## src/hw/rtl/rxfd_pkg.sv

```systemverilog
// Package for the frame deframer: codes, types and the CRC-16 byte update.
package rxfd_pkg;

    localparam int TIMER_BITS = 16;

    localparam logic [15:0] CRC_INIT = 16'hFFFF;
    localparam logic [15:0] CRC_POLY = 16'h1021;

    localparam logic [7:0]  RST_PREAMBLE = 8'd90;
    localparam logic [15:0] RST_TIMEOUT  = 16'd1000;

    typedef logic [TIMER_BITS-1:0] t_timer;

    typedef enum logic [1:0] {
        CFG_PREAMBLE = 2'd0,
        CFG_TIMEOUT  = 2'd1,
        CFG_GARBAGE  = 2'd2
    } t_cfg_index;

    typedef enum logic [2:0] {
        PH_PRE   = 3'd0,
        PH_STRAY = 3'd1,
        PH_HDR   = 3'd2,
        PH_LENLO = 3'd3,
        PH_DATA  = 3'd4,
        PH_CRCHI = 3'd5,
        PH_CRCLO = 3'd6
    } t_phase;

    typedef enum logic [2:0] {
        EV_NONPROTO = 3'd0,
        EV_PAYLOAD  = 3'd1,
        EV_GOOD     = 3'd2,
        EV_BADCRC   = 3'd3,
        EV_TIMEOUT  = 3'd4,
        EV_GARBAGE  = 3'd5
    } t_event;

    // CRC-16/CCITT-FALSE, one byte, MSB first
    function automatic logic [15:0] crc_byte(input logic [15:0] crc_in, input logic [7:0] b);
        logic [15:0] c;
        c = crc_in ^ {b, 8'h00};
        for (int i = 0; i < 8; i++) begin
            if (c[15]) begin
                c = {c[14:0], 1'b0} ^ CRC_POLY;
            end else begin
                c = {c[14:0], 1'b0};
            end
        end
        return c;
    endfunction

endpackage

```

## src/hw/rtl/rx_frame_deframer_crc16.sv

```systemverilog
// Frame deframer with CRC-16 check, receive timeout and garbage notice.
//
//  channel | valid      | ready       | payload
//  --------+------------+-------------+---------------------------------------------
//  in      | i_in_valid | o_in_ready  | i_func, i_rx_byte
//  out     | o_out_valid| i_out_ready | o_event_kind, o_out_byte, o_last_payload,
//          |            |             | o_frame_type, o_frame_seq, o_frame_length
//  cfg     | i_cfg_valid| o_cfg_ready | i_cfg_index, i_cfg_data
//
// One item per cycle unless the output stalls: an input register feeds the parser,
// the parser feeds one result register. A full result register that is not taken
// holds the parser item and then the input register; nothing else stalls.
// Synchronous active-low reset returns to waiting for a preamble with default
// configuration; no clearing pass.
module rx_frame_deframer_crc16
    import rxfd_pkg::*;
(
    input  logic        i_clk,
    input  logic        i_rst_n,

    input  logic        i_in_valid,
    output logic        o_in_ready,
    input  logic        i_func,
    input  logic [7:0]  i_rx_byte,

    output logic        o_out_valid,
    input  logic        i_out_ready,
    output logic [2:0]  o_event_kind,
    output logic [7:0]  o_out_byte,
    output logic        o_last_payload,
    output logic [1:0]  o_frame_type,
    output logic [3:0]  o_frame_seq,
    output logic [9:0]  o_frame_length,

    input  logic        i_cfg_valid,
    output logic        o_cfg_ready,
    input  logic [1:0]  i_cfg_index,
    input  logic [15:0] i_cfg_data
);

    logic [7:0]  r_cfg_preamble;
    logic [15:0] r_cfg_timeout;
    logic        r_cfg_garbage;

    logic        r_in_valid;
    logic        r_in_func;
    logic [7:0]  r_in_byte;

    t_phase      r_phase,   n_phase;
    logic [15:0] r_crc,     n_crc;
    logic [7:0]  r_crc_hi,  n_crc_hi;
    logic [1:0]  r_type,    n_type;
    logic [3:0]  r_seq,     n_seq;
    logic [9:0]  r_len,     n_len;
    logic [9:0]  r_count,   n_count;
    t_timer      r_left,    n_left;
    logic        r_armed,   n_armed;

    logic        r_out_valid;
    t_event      r_out_kind;
    logic [7:0]  r_out_byte;
    logic        r_out_last;
    logic [1:0]  r_out_type;
    logic [3:0]  r_out_seq;
    logic [9:0]  r_out_len;

    logic        s_out_free;
    logic        s_fire;
    logic        s_emit;
    logic        s_info;
    t_event      s_kind;
    logic [7:0]  s_byte;
    logic        s_last;
    logic [9:0]  s_count_inc;
    t_timer      s_left_dec;

    assign s_out_free  = !r_out_valid || i_out_ready;
    assign s_fire      = r_in_valid && s_out_free;
    assign o_in_ready  = !r_in_valid || s_out_free;
    assign o_cfg_ready = 1'b1;

    assign s_count_inc = r_count + 10'd1;
    assign s_left_dec  = (r_left != '0) ? t_timer'(r_left - t_timer'(1)) : r_left;

    always_comb begin
        n_phase  = r_phase;
        n_crc    = r_crc;
        n_crc_hi = r_crc_hi;
        n_type   = r_type;
        n_seq    = r_seq;
        n_len    = r_len;
        n_count  = r_count;
        n_left   = r_left;
        n_armed  = r_armed;
        s_emit   = 1'b0;
        s_info   = 1'b0;
        s_kind   = EV_NONPROTO;
        s_byte   = 8'd0;
        s_last   = 1'b0;

        if (r_in_func) begin
            if (r_armed) begin
                n_left = s_left_dec;
                if (s_left_dec == '0) begin
                    n_armed = 1'b0;
                    n_phase = PH_PRE;
                    s_emit  = 1'b1;
                    s_info  = 1'b1;
                    s_kind  = EV_TIMEOUT;
                end
            end
        end else begin
            case (r_phase)
                PH_HDR: begin
                    n_type  = r_in_byte[7:6];
                    n_seq   = r_in_byte[5:2];
                    n_len   = {8'd0, r_in_byte[1:0]};
                    n_crc   = crc_byte(CRC_INIT, r_in_byte);
                    n_phase = (r_in_byte[1:0] == 2'd0) ? PH_CRCHI : PH_LENLO;
                end
                PH_LENLO: begin
                    n_len   = {2'(r_len[1:0] - 2'd1), r_in_byte} + 10'd1;
                    n_crc   = crc_byte(r_crc, r_in_byte);
                    n_count = 10'd0;
                    n_phase = PH_DATA;
                end
                PH_DATA: begin
                    n_crc   = crc_byte(r_crc, r_in_byte);
                    n_count = s_count_inc;
                    s_last  = (s_count_inc >= r_len);
                    if (s_last) begin
                        n_phase = PH_CRCHI;
                    end
                    s_emit  = 1'b1;
                    s_info  = 1'b1;
                    s_kind  = EV_PAYLOAD;
                    s_byte  = r_in_byte;
                end
                PH_CRCHI: begin
                    n_crc_hi = r_in_byte;
                    n_phase  = PH_CRCLO;
                end
                PH_CRCLO: begin
                    n_armed = 1'b0;
                    n_phase = PH_PRE;
                    s_emit  = 1'b1;
                    s_info  = 1'b1;
                    s_kind  = ({r_crc_hi, r_in_byte} == r_crc) ? EV_GOOD : EV_BADCRC;
                end
                default: begin
                    // waiting for preamble, also after stray bytes
                    if (r_in_byte == r_cfg_preamble) begin
                        n_type  = 2'd0;
                        n_seq   = 4'd0;
                        n_len   = 10'd0;
                        n_count = 10'd0;
                        n_crc   = CRC_INIT;
                        n_left  = t_timer'(r_cfg_timeout);
                        n_armed = 1'b1;
                        n_phase = PH_HDR;
                        if (r_phase == PH_STRAY && r_cfg_garbage) begin
                            s_emit = 1'b1;
                            s_kind = EV_GARBAGE;
                        end
                    end else begin
                        n_phase = PH_STRAY;
                        s_emit  = 1'b1;
                        s_kind  = EV_NONPROTO;
                        s_byte  = r_in_byte;
                    end
                end
            endcase
        end
    end

    always_ff @(posedge i_clk) begin
        if (!i_rst_n) begin
            r_cfg_preamble <= RST_PREAMBLE;
            r_cfg_timeout  <= RST_TIMEOUT;
            r_cfg_garbage  <= 1'b0;
        end else if (i_cfg_valid) begin
            case (i_cfg_index)
                CFG_PREAMBLE: r_cfg_preamble <= i_cfg_data[7:0];
                CFG_TIMEOUT:  r_cfg_timeout  <= i_cfg_data;
                CFG_GARBAGE:  r_cfg_garbage  <= i_cfg_data[0];
                default: ;
            endcase
        end
    end

    always_ff @(posedge i_clk) begin
        if (!i_rst_n) begin
            r_in_valid <= 1'b0;
        end else if (o_in_ready) begin
            r_in_valid <= i_in_valid;
        end
    end

    always_ff @(posedge i_clk) begin
        if (o_in_ready && i_in_valid) begin
            r_in_func <= i_func;
            r_in_byte <= i_rx_byte;
        end
    end

    always_ff @(posedge i_clk) begin
        if (!i_rst_n) begin
            r_phase  <= PH_PRE;
            r_crc    <= CRC_INIT;
            r_crc_hi <= 8'd0;
            r_type   <= 2'd0;
            r_seq    <= 4'd0;
            r_len    <= 10'd0;
            r_count  <= 10'd0;
            r_left   <= '0;
            r_armed  <= 1'b0;
        end else if (s_fire) begin
            r_phase  <= n_phase;
            r_crc    <= n_crc;
            r_crc_hi <= n_crc_hi;
            r_type   <= n_type;
            r_seq    <= n_seq;
            r_len    <= n_len;
            r_count  <= n_count;
            r_left   <= n_left;
            r_armed  <= n_armed;
        end
    end

    always_ff @(posedge i_clk) begin
        if (!i_rst_n) begin
            r_out_valid <= 1'b0;
        end else if (s_out_free) begin
            r_out_valid <= s_fire && s_emit;
        end
    end

    always_ff @(posedge i_clk) begin
        if (s_fire && s_emit) begin
            r_out_kind <= s_kind;
            r_out_byte <= s_byte;
            r_out_last <= s_last;
            r_out_type <= s_info ? r_type : 2'd0;
            r_out_seq  <= s_info ? r_seq : 4'd0;
            r_out_len  <= s_info ? r_len : 10'd0;
        end
    end

    assign o_out_valid    = r_out_valid;
    assign o_event_kind   = r_out_kind;
    assign o_out_byte     = r_out_byte;
    assign o_last_payload = r_out_last;
    assign o_frame_type   = r_out_type;
    assign o_frame_seq    = r_out_seq;
    assign o_frame_length = r_out_len;

    a_armed_in_frame: assert property (@(posedge i_clk) disable iff (!i_rst_n)
        r_armed |-> (r_phase != PH_PRE && r_phase != PH_STRAY))
        else $error("timer armed outside a frame");

    a_count_below_len: assert property (@(posedge i_clk) disable iff (!i_rst_n)
        (r_phase == PH_DATA) |-> (r_count < r_len))
        else $error("payload count reached length inside data phase");

    a_last_to_crc: assert property (@(posedge i_clk) disable iff (!i_rst_n)
        (s_fire && !r_in_func && r_phase == PH_DATA && s_last) |=> (r_phase == PH_CRCHI))
        else $error("last payload item did not move to CRC phase");

    a_garbage_clean: assert property (@(posedge i_clk) disable iff (!i_rst_n)
        (r_out_valid && r_out_kind == EV_GARBAGE) |->
            (r_out_seq == 4'd0 && r_out_len == 10'd0 && r_out_byte == 8'd0))
        else $error("garbage event carries frame fields");

endmodule

```

## config.mk

```make
export PLATFORM = sky130hd
export DESIGN_NAME = rx_frame_deframer_crc16
export DESIGN_NICKNAME = d
export VERILOG_FILES = /design/src/hw/rtl/rxfd_pkg.sv /design/src/hw/rtl/rx_frame_deframer_crc16.sv
export SDC_FILE = /design/constraint.sdc
export NUM_CORES = 1
export LEC_CHECK = 0
export BUFFER_PORTS_ARGS = -buffer_cell sky130_fd_sc_hd__clkbuf_2
export CORE_ASPECT_RATIO = 0.8
export CORE_MARGIN = 4
export CORE_UTILIZATION = 43
export CTS_BUF_LIST = sky130_fd_sc_hd__clkbuf_16
export CTS_CLUSTER_SIZE = 40
export DETAILED_ROUTE_END_ITERATION = 10
export GPL_ROUTABILITY_DRIVEN = 0
export GPL_TIMING_DRIVEN = 0
export PLACE_DENSITY = 0.58
export RECOVER_POWER = 50
export SETUP_SLACK_MARGIN = 0.3
export SYNTH_ARGS = -nofsm -noshare
export SYNTH_HDL_FRONTEND = slang
export SYNTH_SLANG_ARGS = --single-unit
```

## constraint.sdc

```tcl
create_clock -name i_clk -period 9.6 [get_ports i_clk]
set_clock_uncertainty 0.05 [all_clocks]
set_input_delay 1.92 -clock i_clk [delete_from_list [all_inputs] [get_ports i_clk]]
set_output_delay 1.92 -clock i_clk [all_outputs]
set_load 0.05 [all_outputs]
```

Word level (Yosys, flattened, before mapping)
Cells that the tools add are included.
{"block": "totals", "reg_bits": 134, "input_bits": 32, "output_inout_bits": 31, "wordCells": 220}
{"block": "classes", "addsub": 4, "order_cmp": 1, "n_eq_ne": 15, "muxes": 108, "bitwise_logic": 31, "reduce_logical": 39}
{"cell": "$mux W16", "count": 48}
{"cell": "$mux W13", "count": 23}
{"cell": "$not A3 Y3", "count": 23}
{"cell": "$pmux W16 S4", "count": 1}
{"cell": "$pmux W10 S3", "count": 2}
{"cell": "$mux W3", "count": 10}
{"cell": "$reduce_and A4 Y1", "count": 6}
{"cell": "$add A10 B1 Y10 const B", "count": 2}
{"cell": "$eq A16 B16 Y1", "count": 1}
{"cell": "$logic_not A16 Y1", "count": 1}
{"cell": "$not A16 Y16", "count": 1}
{"cell": "$pmux W8 S2", "count": 1}
{"cell": "$reduce_bool A16 Y1", "count": 1}
{"cell": "$sub A16 B1 Y16 const B", "count": 1}
{"cell": "$xor A16 B16 Y16", "count": 1}
{"cell": "$pmux W3 S5", "count": 1}
{"cell": "$mux W1", "count": 12}
{"cell": "$reduce_or A4 Y1", "count": 3}
{"cell": "$ge A10 B10 Y1", "count": 1}
{"cell": "$mux W10", "count": 1}
{"cell": "$eq A3 B3 Y1 const B", "count": 3}
{"cell": "$pmux W3 S3", "count": 1}
{"cell": "$reduce_bool A3 Y1", "count": 3}
{"cell": "$reduce_or A3 Y1", "count": 3}
{"cell": "other kinds (25)", "count": 48}

Depth between registers and ports, before layout
Gate-level depths: netlist of the first run.
{"block": "logic_depth", "ltp_word": 32, "depth_mapped": 13, "ltp_nobuf": 13}

Worst setup path after synthesis of the first run
Ideal clock, no wire load.
{"block": "synth_timing", "kind": "input to output", "from": "input port i_out_ready", "to": "output port o_in_ready", "arrival_time_ns": 2.397, "t_required_ns": 7.630, "setup_slack_ns": 5.233, "cell_stages": 2, "path_buffers": 0, "cell_sequence": "nor2b_1 nand2_1"}
{"block": "synth_via", "elab_chain_len": 2}
{"item": "start, declared", "line": "rx_frame_deframer_crc16.sv:27", "rtl": "input logic i_out_ready,"}
{"item": "$logic_or A1 B1 Y1", "line": "rx_frame_deframer_crc16.sv:77", "rtl": "assign s_out_free = !r_out_valid || i_out_ready;"}
{"item": "$logic_or A1 B1 Y1", "line": "rx_frame_deframer_crc16.sv:79", "rtl": "assign o_in_ready = !r_in_valid || s_out_free;"}
{"item": "end, declared", "line": "rx_frame_deframer_crc16.sv:22", "rtl": "output logic o_in_ready,"}
Every way passes these cells.

Worst setup path in the final report of the first run
Ends and elaborated chain as after synthesis.

==> impl_metrics.tcl, run 1 <==
set metrics [dict create \
    dieArea_sq_um 19400 \
    ff2ff_setup_slack_ns 5.46 \
    portBuffers 61 \
    clk_pin_slew_ns 0.06 \
    via_per_inst 5.65 \
    wl_per_cell_um 18.3 \
    synth-async-reset-ratio_pct 0 \
    clockRootBuffer "clkbuf_16" \
    seq_area_sq_um 3050 \
    postRouteAntennaNets 0 \
    antenna_cells 0 \
    fillCellCount 1658 \
    synth_area_sq_um 7390 \
    nets 953 \
    endpoint_kind "output pin" \
    cp.arrival_ns 2.60 \
    die_x_um 155 \
    start_util_pct 44.2 \
    slew_viol_final 0 \
    grt_pass1_wl_um 33000 \
    final_util_pct 50.7 \
    ys_warn_count 0 \
    drtIter0Drc 522 \
    hold_slack_ns 0.425 \
    fin_cells 1139 \
    drc 0 \
    yosys_most_used_dff "dfxtp_1" \
    power.density_nw_per_um2 158 \
    start_kind "primary input" \
    irDropWorstVdd_v 0.000129 \
    setup_ws_ns 5.03 \
    cts.sink_count 134 \
    cts_resized 0 \
    insertion_delay_ns 0.43 \
    hold_viol 0 \
    synth_cell_types 76 \
    p_total_mw 1.34 \
    htree_levels 4 \
    fin_setup_tns_ns 0 \
    startpoint "i_out_ready" \
    r2r_start "r_left[0]$_SDFFE_PN0P_" \
    dp_cells 1107 \
    firstDrtPassIters 5 \
    final_common_cell "nand2_1" \
    synthCells 826 \
    layout_common_cells "nand2_1 (103), dfxtp_1 (97), clkbuf_1 (74)" \
    vias 6434 \
    io-pin-count 63 \
    syn_nets 873 \
    pre_cts_ws_ns 5.04 \
    cts_tree "built" \
    crit_required_ns 7.63 \
    clk_path_buf_depth 2 \
    cts-buffers-inserted 17 \
    hold_buffers 0 \
    setup_viol 0 \
    synth-edff-count 37 \
    routed_wl_um 20900 \
    multi_input_area_sq_um 4000 \
    worstSetupPathType "in2out" \
    fin_crit_sh_pct 47.6 \
    hold_class "reg2reg" \
    drive_above_1_share_pct 9.68 \
    die_height_um 125 \
    maxClockFrequency_ghz 0.219 \
    synth_seq_area_share_pct 41.3 \
    fin_area_sq_um 8470 \
    min_from "r_cfg_timeout[9]$_SDFFE_PN1P_" \
    period_needed_ns 4.57 \
    path_max_fanout 3 \
    synthToLayoutAreaGrowth_pct 14.6 \
    power_leakage_nw 3.08 \
    slew_headroom_pct 19.1 \
    placed_cell_area_sq_um 7970 \
    grt_pass1_vias 6232 \
    rsz0062_at_grt "false" \
    postCtsSetupRepairBufs 0 \
    grt_usage_pct 21.6 \
    rows 42 \
    antenna_found_initial 0 \
    syn_area_per_cell_sq_um 8.95 \
    drv_cap 0 \
    core-area_sq_um 16700 \
    grt_max_degree 29 \
    dp_hpwl_um 15300 \
    outcome "completed" \
    gr-total-overflow 0 \
    worst_pin_slew_ns 1.21 \
    ys_ff_latch 134 \
]
==> registers in the layout (all words and copies together), names as in the netlist, 10 cells and up <==
| name | count |
|---|---|
| r_len | 10 |
| r_crc | 16 |
| r_cfg_timeout | 16 |
| o_frame_length | 10 |
| r_left | 16 |
| r_count | 10 |
==> cells in the mapped netlist (3+ instances only) <==
| master | n | share of area, % |
|---|---|---|
| a211oi_1 | 3 | 0.30 |
| a21boi_0 | 19 | 1.9 |
| a21oi_1 | 29 | 2.0 |
| a21oi_2 | 9 | 1.1 |
| a22oi_1 | 5 | 0.51 |
| a31oi_1 | 11 | 0.93 |
| a32o_1 | 6 | 0.81 |
| and2_1 | 17 | 1.4 |
| and3_1 | 7 | 0.59 |
| buf_1 | 6 | 0.30 |
| buf_2 | 5 | 0.34 |
| clkbuf_1 | 40 | 2.0 |
| dfxtp_1 | 97 | 26 |
| edfxtp_1 | 37 | 15 |
| ha_1 | 15 | 2.5 |
| inv_1 | 21 | 1.1 |
| mux2i_1 | 30 | 4.1 |
| nand2_1 | 103 | 5.2 |
| nand2b_1 | 6 | 0.51 |
| nand3_1 | 20 | 1.4 |
| nand3b_1 | 9 | 0.91 |
| nand4_1 | 6 | 0.51 |
| nand4b_1 | 3 | 0.36 |
| nor2_1 | 54 | 2.7 |
| nor2b_1 | 26 | 2.2 |
| nor3_1 | 13 | 0.88 |
| nor3b_1 | 3 | 0.30 |
| nor4_1 | 8 | 0.68 |
| o211ai_1 | 4 | 0.41 |
| o21a_1 | 5 | 0.51 |
| o21ai_0 | 34 | 2.3 |
| o21ai_1 | 9 | 0.61 |
| o221a_2 | 7 | 1.1 |
| o22ai_1 | 15 | 1.3 |
| o311a_1 | 4 | 0.54 |
| o31ai_1 | 7 | 0.71 |
| o32ai_1 | 3 | 0.36 |
| or4_1 | 7 | 0.71 |
| xnor2_1 | 38 | 4.5 |
| xor2_1 | 36 | 4.3 |
==> final timing paths <==
kind	cells past startpoint	endpoint
max	4	o_in_ready
min	2	r_cfg_timeout[9]$_SDFFE_PN1P_
max reg2reg	10	o_out_byte[6]$_SDFFCE_PP0P_
min reg2reg	2	r_cfg_timeout[9]$_SDFFE_PN1P_
==> report_power, final <==
group          switching, mW  internal, mW
Combinational         0.0810        0.0391
Clock                  0.250         0.368
Sequential           0.00754         0.591
Total                  0.338         0.998
==> cell type report <==
cell class | instances | share of cell area (%)
Multi-Input combinational cell | 614 | 47.3
Sequential cell | 134 | 36.1
Clock buffer | 18 | 5.32
Tap cell | 220 | 3.25
Timing Repair Buffer | 61 | 3.13
Buffer | 55 | 2.66
Clock inverter | 14 | 1.32
Inverter | 23 | 1.02
==> worst max-delay path, stage by stage <==
cell and delay (ns):
clkbuf_1 0.11, nor2b_1 0.19, nand2_1 0.13, clkbuf_2 0.25
==> kinds of logic (layout without fill, tap and decap cells) <==
kind of cell | after synthesis | count (layout) | synth area share [%]
flops | 134 | 134 | 41.3
fa+ha+maj | 15 | 15 | 2.54
xor+xnor | 75 | 75 | 8.99
buf+inv | 78 | 171 | 4.32
other cells | 1 | 1 | 0.0507
mux | 32 | 32 | 4.37
compound gates | 196 | 196 | 18.5
simple gates | 295 | 295 | 20.0
==> per-layer routing <==
| metal | routed length [um] | global-route usage, % | share of wire (%) | up-vias |
|---|---|---|---|---|
| met3 | 1960 | 5.94 | 9.4 | 28 |
| met5 | 36 | 0 | 0.17 | - |
| met4 | 318 | 7.22 | 1.5 | 2 |
| li1 | - | - | - | 3120 |
| met2 | 8580 | 30.7 | 41 | 278 |
| met1 | 10000 | 31.5 | 48 | 3006 |
(Power assumes the default switching activity.)
==> inputs of run 2 (changes only) <==
Clock period 9.6 ns to 4.6 ns, I/O delays scaled along.
==> run 2 against run 1 <==
Effect of this change: the flow now finishes with violations (capacitance limit, slew limit); first-iteration DRC count is 0.57% lower; count of clock-buffer cells in the layout did not move; cell count did not move; utilization rose by 0.13 points; critical path depth rose by 6; critical endpoint is now o_out_byte[4]$_SDFFCE_PP0P_; routed wire length down 0.16%; critical path type is now reg2reg.
==> impl_metrics.tcl, run 2 (synthesis gave the netlist of run 1 again) <==
set metrics [dict create \
    fin_area_sq_um 8490 \
    io-pin-count 63 \
    p_total_mw 2.79 \
    outcome "complete, but fails checks" \
    clk_path_buf_depth 2 \
    worstSetupPathType "reg2reg" \
    drc 0 \
    slew_headroom_pct -16.6 \
    portBuffers 61 \
    postRouteAntennaNets 0 \
    cts.sink_count 134 \
    rows 42 \
    dp_hpwl_um 15300 \
    final_common_cell "nand2_1" \
    antenna_cells 0 \
    period_needed_ns 3.76 \
    vias 6428 \
    startpoint "r_left[0]$_SDFFE_PN0P_" \
    clockRootBuffer "clkbuf_16" \
    final_util_pct 50.8 \
    gr-total-overflow 0 \
    die_height_um 125 \
    dieArea_sq_um 19400 \
    cp.arrival_ns 3.77 \
    postCtsSetupRepairBufs 0 \
    setup_ws_ns 0.838 \
    antenna_found_initial 0 \
    firstDrtPassIters 5 \
    violations "capacitance limit, slew limit" \
    worst_pin_slew_ns 1.74 \
    dp_cells 1107 \
    fillCellCount 1654 \
    hold_viol 0 \
    crit_required_ns 4.61 \
    hold_depth 2 \
    hold-path-endpoint "r_cfg_timeout[9]$_SDFFE_PN1P_" \
    pre_cts_ws_ns 0.503 \
    rsz0062_at_grt "false" \
    maxClockFrequency_ghz 0.266 \
    grt_usage_pct 21.6 \
    ff2ff_setup_slack_ns 0.84 \
    htree_levels 4 \
    fin_cells 1139 \
    hold_class "reg2reg" \
    min_from "r_cfg_timeout[9]$_SDFFE_PN1P_" \
    wl_per_cell_um 18.3 \
    nets 953 \
    endpoint_kind "flip-flop" \
    largest_registers "r_cfg_timeout: 16 flops, r_crc: 16 flops, r_left: 16 flops" \
    clk_pin_slew_ns 0.06 \
    core-area_sq_um 16700 \
    setup_viol 0 \
    synthToLayoutAreaGrowth_pct 14.8 \
    grt_pass1_vias 6232 \
    drv_cap 1 \
    path_max_fanout 28 \
    routed_wl_um 20900 \
    power.density_nw_per_um2 328 \
    grt_pass1_wl_um 33000 \
    r2r-end "o_out_byte[4]$_SDFFCE_PP0P_" \
    hold_slack_ns 0.426 \
    cts_tree "built" \
    fin_crit_sh_pct 81.8 \
    grt_max_degree 29 \
    die_x_um 155 \
    placed_cell_area_sq_um 7970 \
    drtIter0Drc 519 \
    slew_viol_final 9 \
    insertion_delay_ns 0.43 \
    drive_above_1_share_pct 10.2 \
    cts-buffers-inserted 17 \
    irDropWorstVdd_v 0.000270 \
    r2r_start "r_left[0]$_SDFFE_PN0P_" \
    start_kind "flip-flop" \
    via_per_inst 5.64 \
    power_leakage_nw 3.09 \
    start_util_pct 44.2 \
    fin_setup_tns_ns 0 \
    layout_common_cells "nand2_1 (103), dfxtp_1 (97), clkbuf_1 (74)" \
    rr_worst_depth 10 \
]
-- run 2: final cells by class --
class / instances / area (sq um) / area share, %
Buffer: 55 / 233 / 2.74
Multi-Input combinational cell: 614 / 4020 / 47.3
Timing Repair Buffer: 61 / 264 / 3.11
Sequential cell: 134 / 3050 / 36.0
Inverter: 23 / 86.3 / 1.02
Clock inverter: 14 / 111 / 1.31
Clock buffer: 18 / 450 / 5.31
Tap cell: 220 / 275 / 3.24
-- run 2: repair_timing --
item / CTS / global route
hold buffers: 0 / 0
setup endpoints to repair: 0 / 28
gates resized for setup: 0 / 1
hold endpoints to repair: 0 / 0
-- run 2: where the power goes --
| group | switching, mW | internal (mW) | leakage (nW) |
|---|---|---|---|
| combinational | 0.170 | 0.0821 | 1.66 |
| sequential | 0.0157 | 1.23 | 1.14 |
| clock | 0.520 | 0.767 | 0.280 |
-- run 2: worst max-delay path by stage --
stage | end | cells past startpoint
6_report | o_out_byte[4]$_SDFFCE_PP0P_ | 10
5_1_grt | o_out_byte[6]$_SDFFCE_PP0P_ | 10
4_1_cts | o_frame_length[9]$_SDFFCE_PN0P_ | 10
3_5_place_dp | o_event_kind[0]$_SDFFCE_PP0P_ | 10
3_3_place_gp | o_out_byte[0]$_SDFFCE_PP0P_ | 10
2_1_floorplan | o_event_kind[0]$_SDFFCE_PP0P_ | 10
-- run 2: routing by layer --
metal / global-route usage [%] / share of wire, % / up-vias
met1: 31.5 / 48 / 3005
met4: 7.22 / 1.5 / 2
li1: - / - / 3116
met2: 30.7 / 41 / 279
met3: 5.94 / 8.8 / 26
met5: 0 / 0.17 / -
-- run 2: critical path, cell delays in order (launching register included) --
cell and delay (ns):
dfxtp_1 0.37, inv_1 0.11, ha_1 0.27, or3b_2 0.51
clkbuf_1 0.24, nor3b_1 0.23, a31oi_1 0.06, o32ai_1 0.29
nand3_1 0.22, nor3_1 0.39, o21a_2 0.63
==> inputs of run 3 (changes only) <==
Settings changed: PLACE_DENSITY 0.58 to 0.6.
Clock period 4.6 ns to 3.04 ns, I/O delays scaled along.
==> run 3 against run 2 <==
Effect of this change: the flow now finishes without violations; design area rose by 9.1%; clock power grew 60%; non-clock buffer count up 34; sequential share of layout area is 2.8 points lower; sequential power grew 51%; fmax up 31%; hold slack lost 0.12 ns; utilization rose by 4.6 points; via count is 4.6% higher; routed wire length increased by 7.2%.
==> impl_metrics.tcl, run 3 (synthesis gave the netlist of run 1 again) <==
set metrics [dict create \
    start_util_pct 44.2 \
    rsz0062_at_grt "true" \
    drive_above_1_share_pct 20.4 \
    slew_headroom_pct 33.3 \
    final_common_cell "nand2_1" \
    core-area_sq_um 16700 \
    worstSetupPathType "reg2reg" \
    seq_area_sq_um 3070 \
    cp.arrival_ns 2.94 \
    antenna_found_initial 0 \
    hold_viol 0 \
    antenna_cells 0 \
    cts-buffers-inserted 17 \
    clockRootBuffer "clkbuf_16" \
    outcome "completed" \
    insertion_delay_ns 0.42 \
    p_total_mw 4.39 \
    postRouteAntennaNets 0 \
    drc 0 \
    slew_viol_final 0 \
    cts.sink_count 134 \
    setup_viol 0 \
    drtIter0Drc 492 \
    rows 42 \
    nets 990 \
    fillCellCount 1565 \
    power_leakage_nw 3.39 \
    die_height_um 125 \
    dieArea_sq_um 19400 \
    synthToLayoutAreaGrowth_pct 25.3 \
    die_x_um 155 \
    portBuffers 61 \
    io-pin-count 63 \
    max_stage_delay_ns 0.45 \
    via_per_inst 5.72 \
    gr-total-overflow 0 \
    grt_pass1_wl_um 34100 \
    drv_cap 0 \
    power.density_nw_per_um2 475 \
    clk_pin_slew_ns 0.06 \
    grt_usage_pct 22.4 \
    critical_path.slowest_cell "or4_4" \
    crit_chain "buf_6 -> or3_4 -> buf_6 -> or4_4 -> o21ai_4 -> xor2_2 -> nand3_2 -> nor3_4 -> buf_6 -> o21a_4" \
    path_max_fanout 7 \
    endpoint_kind "flip-flop" \
    hold_class "in2reg" \
    grt_max_degree 17 \
    crit_required_ns 3.10 \
    routed_wl_um 22400 \
    firstDrtPassIters 5 \
    path_buf_inv 3 \
    largest_registers "r_cfg_timeout: 16 flops, r_crc: 16 flops, r_left: 16 flops" \
    multi_input_area_sq_um 4430 \
    fin_setup_tns_ns 0 \
    htree_levels 4 \
    fin_crit_sh_pct 94.8 \
    wl_per_cell_um 19.0 \
    cp_top_family "simple AND/OR/NAND/NOR gates" \
    grt_pass1_vias 5963 \
    dp_hpwl_um 15100 \
    cts_tree "built" \
    cp_common_cell "buf_6" \
    vias 6724 \
    clk_path_buf_depth 2 \
    worst_pin_slew_ns 0.995 \
    period_needed_ns 2.88 \
    maxClockFrequency_ghz 0.347 \
    start_kind "flip-flop" \
    irDropWorstVdd_v 0.000344 \
    layout_common_cells "nand2_1 (102), dfxtp_1 (89), clkbuf_1 (64)" \
]
-- run 3: cell count changes in the layout (fill, tap and decap cells not counted), moves of 4 or more --
cell      change
o21a_4        +4
buf_4        +30
nor3_1        -4
and3_4        +5
nor4_4        +4
dfxtp_1       -8
buf_6         +7
dfxtp_2       +6
and3_1        -5
clkbuf_1     -10
-- run 3: final timing paths --
path                                  startpoint                         endpoint  slack [ns]  depth (start not counted)
setup / recovery          r_left[7]$_SDFFE_PN0P_  o_frame_length[3]$_SDFFCE_PN0P_        0.16                         10
hold / removal                      i_rx_byte[5]           r_in_byte[5]$_DFFE_PP_        0.31                          1
setup reg to reg          r_left[7]$_SDFFE_PN0P_  o_frame_length[3]$_SDFFCE_PN0P_        0.16                         10
hold reg to reg   r_cfg_timeout[11]$_SDFFE_PN0P_   r_cfg_timeout[11]$_SDFFE_PN0P_        0.42                          2
-- run 3: timing repair --
| action | in CTS | in global routing |
|---|---|---|
| pin swaps | 23 | 20 |
| hold buffers | 0 | 0 |
| buffers inserted | 23 | 10 |
| cloned | 3 | 1 |
| resized for setup | 53 | 56 |
| endpoints found under the setup margin | 115 | 83 |
-- run 3: routing by layer --
metal / GRT usage [%] / up-vias / wire, um
li1: - / 3199 / -
met1: 35.3 / 3201 / 11200
met2: 31.2 / 296 / 9170
met3: 4.28 / 28 / 1720
met4: 5.45 / 0 / 312
met5: 0 / - / 0
-- run 3: report_power, final --
part,switching [mW],internal [mW],total [mW]
combinational,0.288,0.161,0.449
clock,0.810,1.25,2.06
sequential,0.0231,1.86,1.89
total,1.12,3.27,4.39
-- run 3: cell type report --
class | instances | area share, %
clock buffers | 18 | 4.86
well taps | 220 | 2.97
repair buffers | 95 | 5.74
multi-input cells | 617 | 47.8
flip-flops and latches | 134 | 33.1
clock inverters | 14 | 1.47
plain buffers | 55 | 3.07
inverters | 23 | 0.932
-- run 3: metrics by stage --
step	setup WS [ns]	instances	area, sq um	util (%)	hold slack, ns
after CTS	0.170	1165	9070	54.3	0.290
after detailed placement	-0.464	1107	8060	48.3	0.410
final	0.159	1176	9260	55.4	0.310
after global routing	0.0708	1176	9260	55.4	0.291
after floorplan	0.238	826	7480	-	0.387
after global placement	-0.494	1107	8060	48.3	0.406
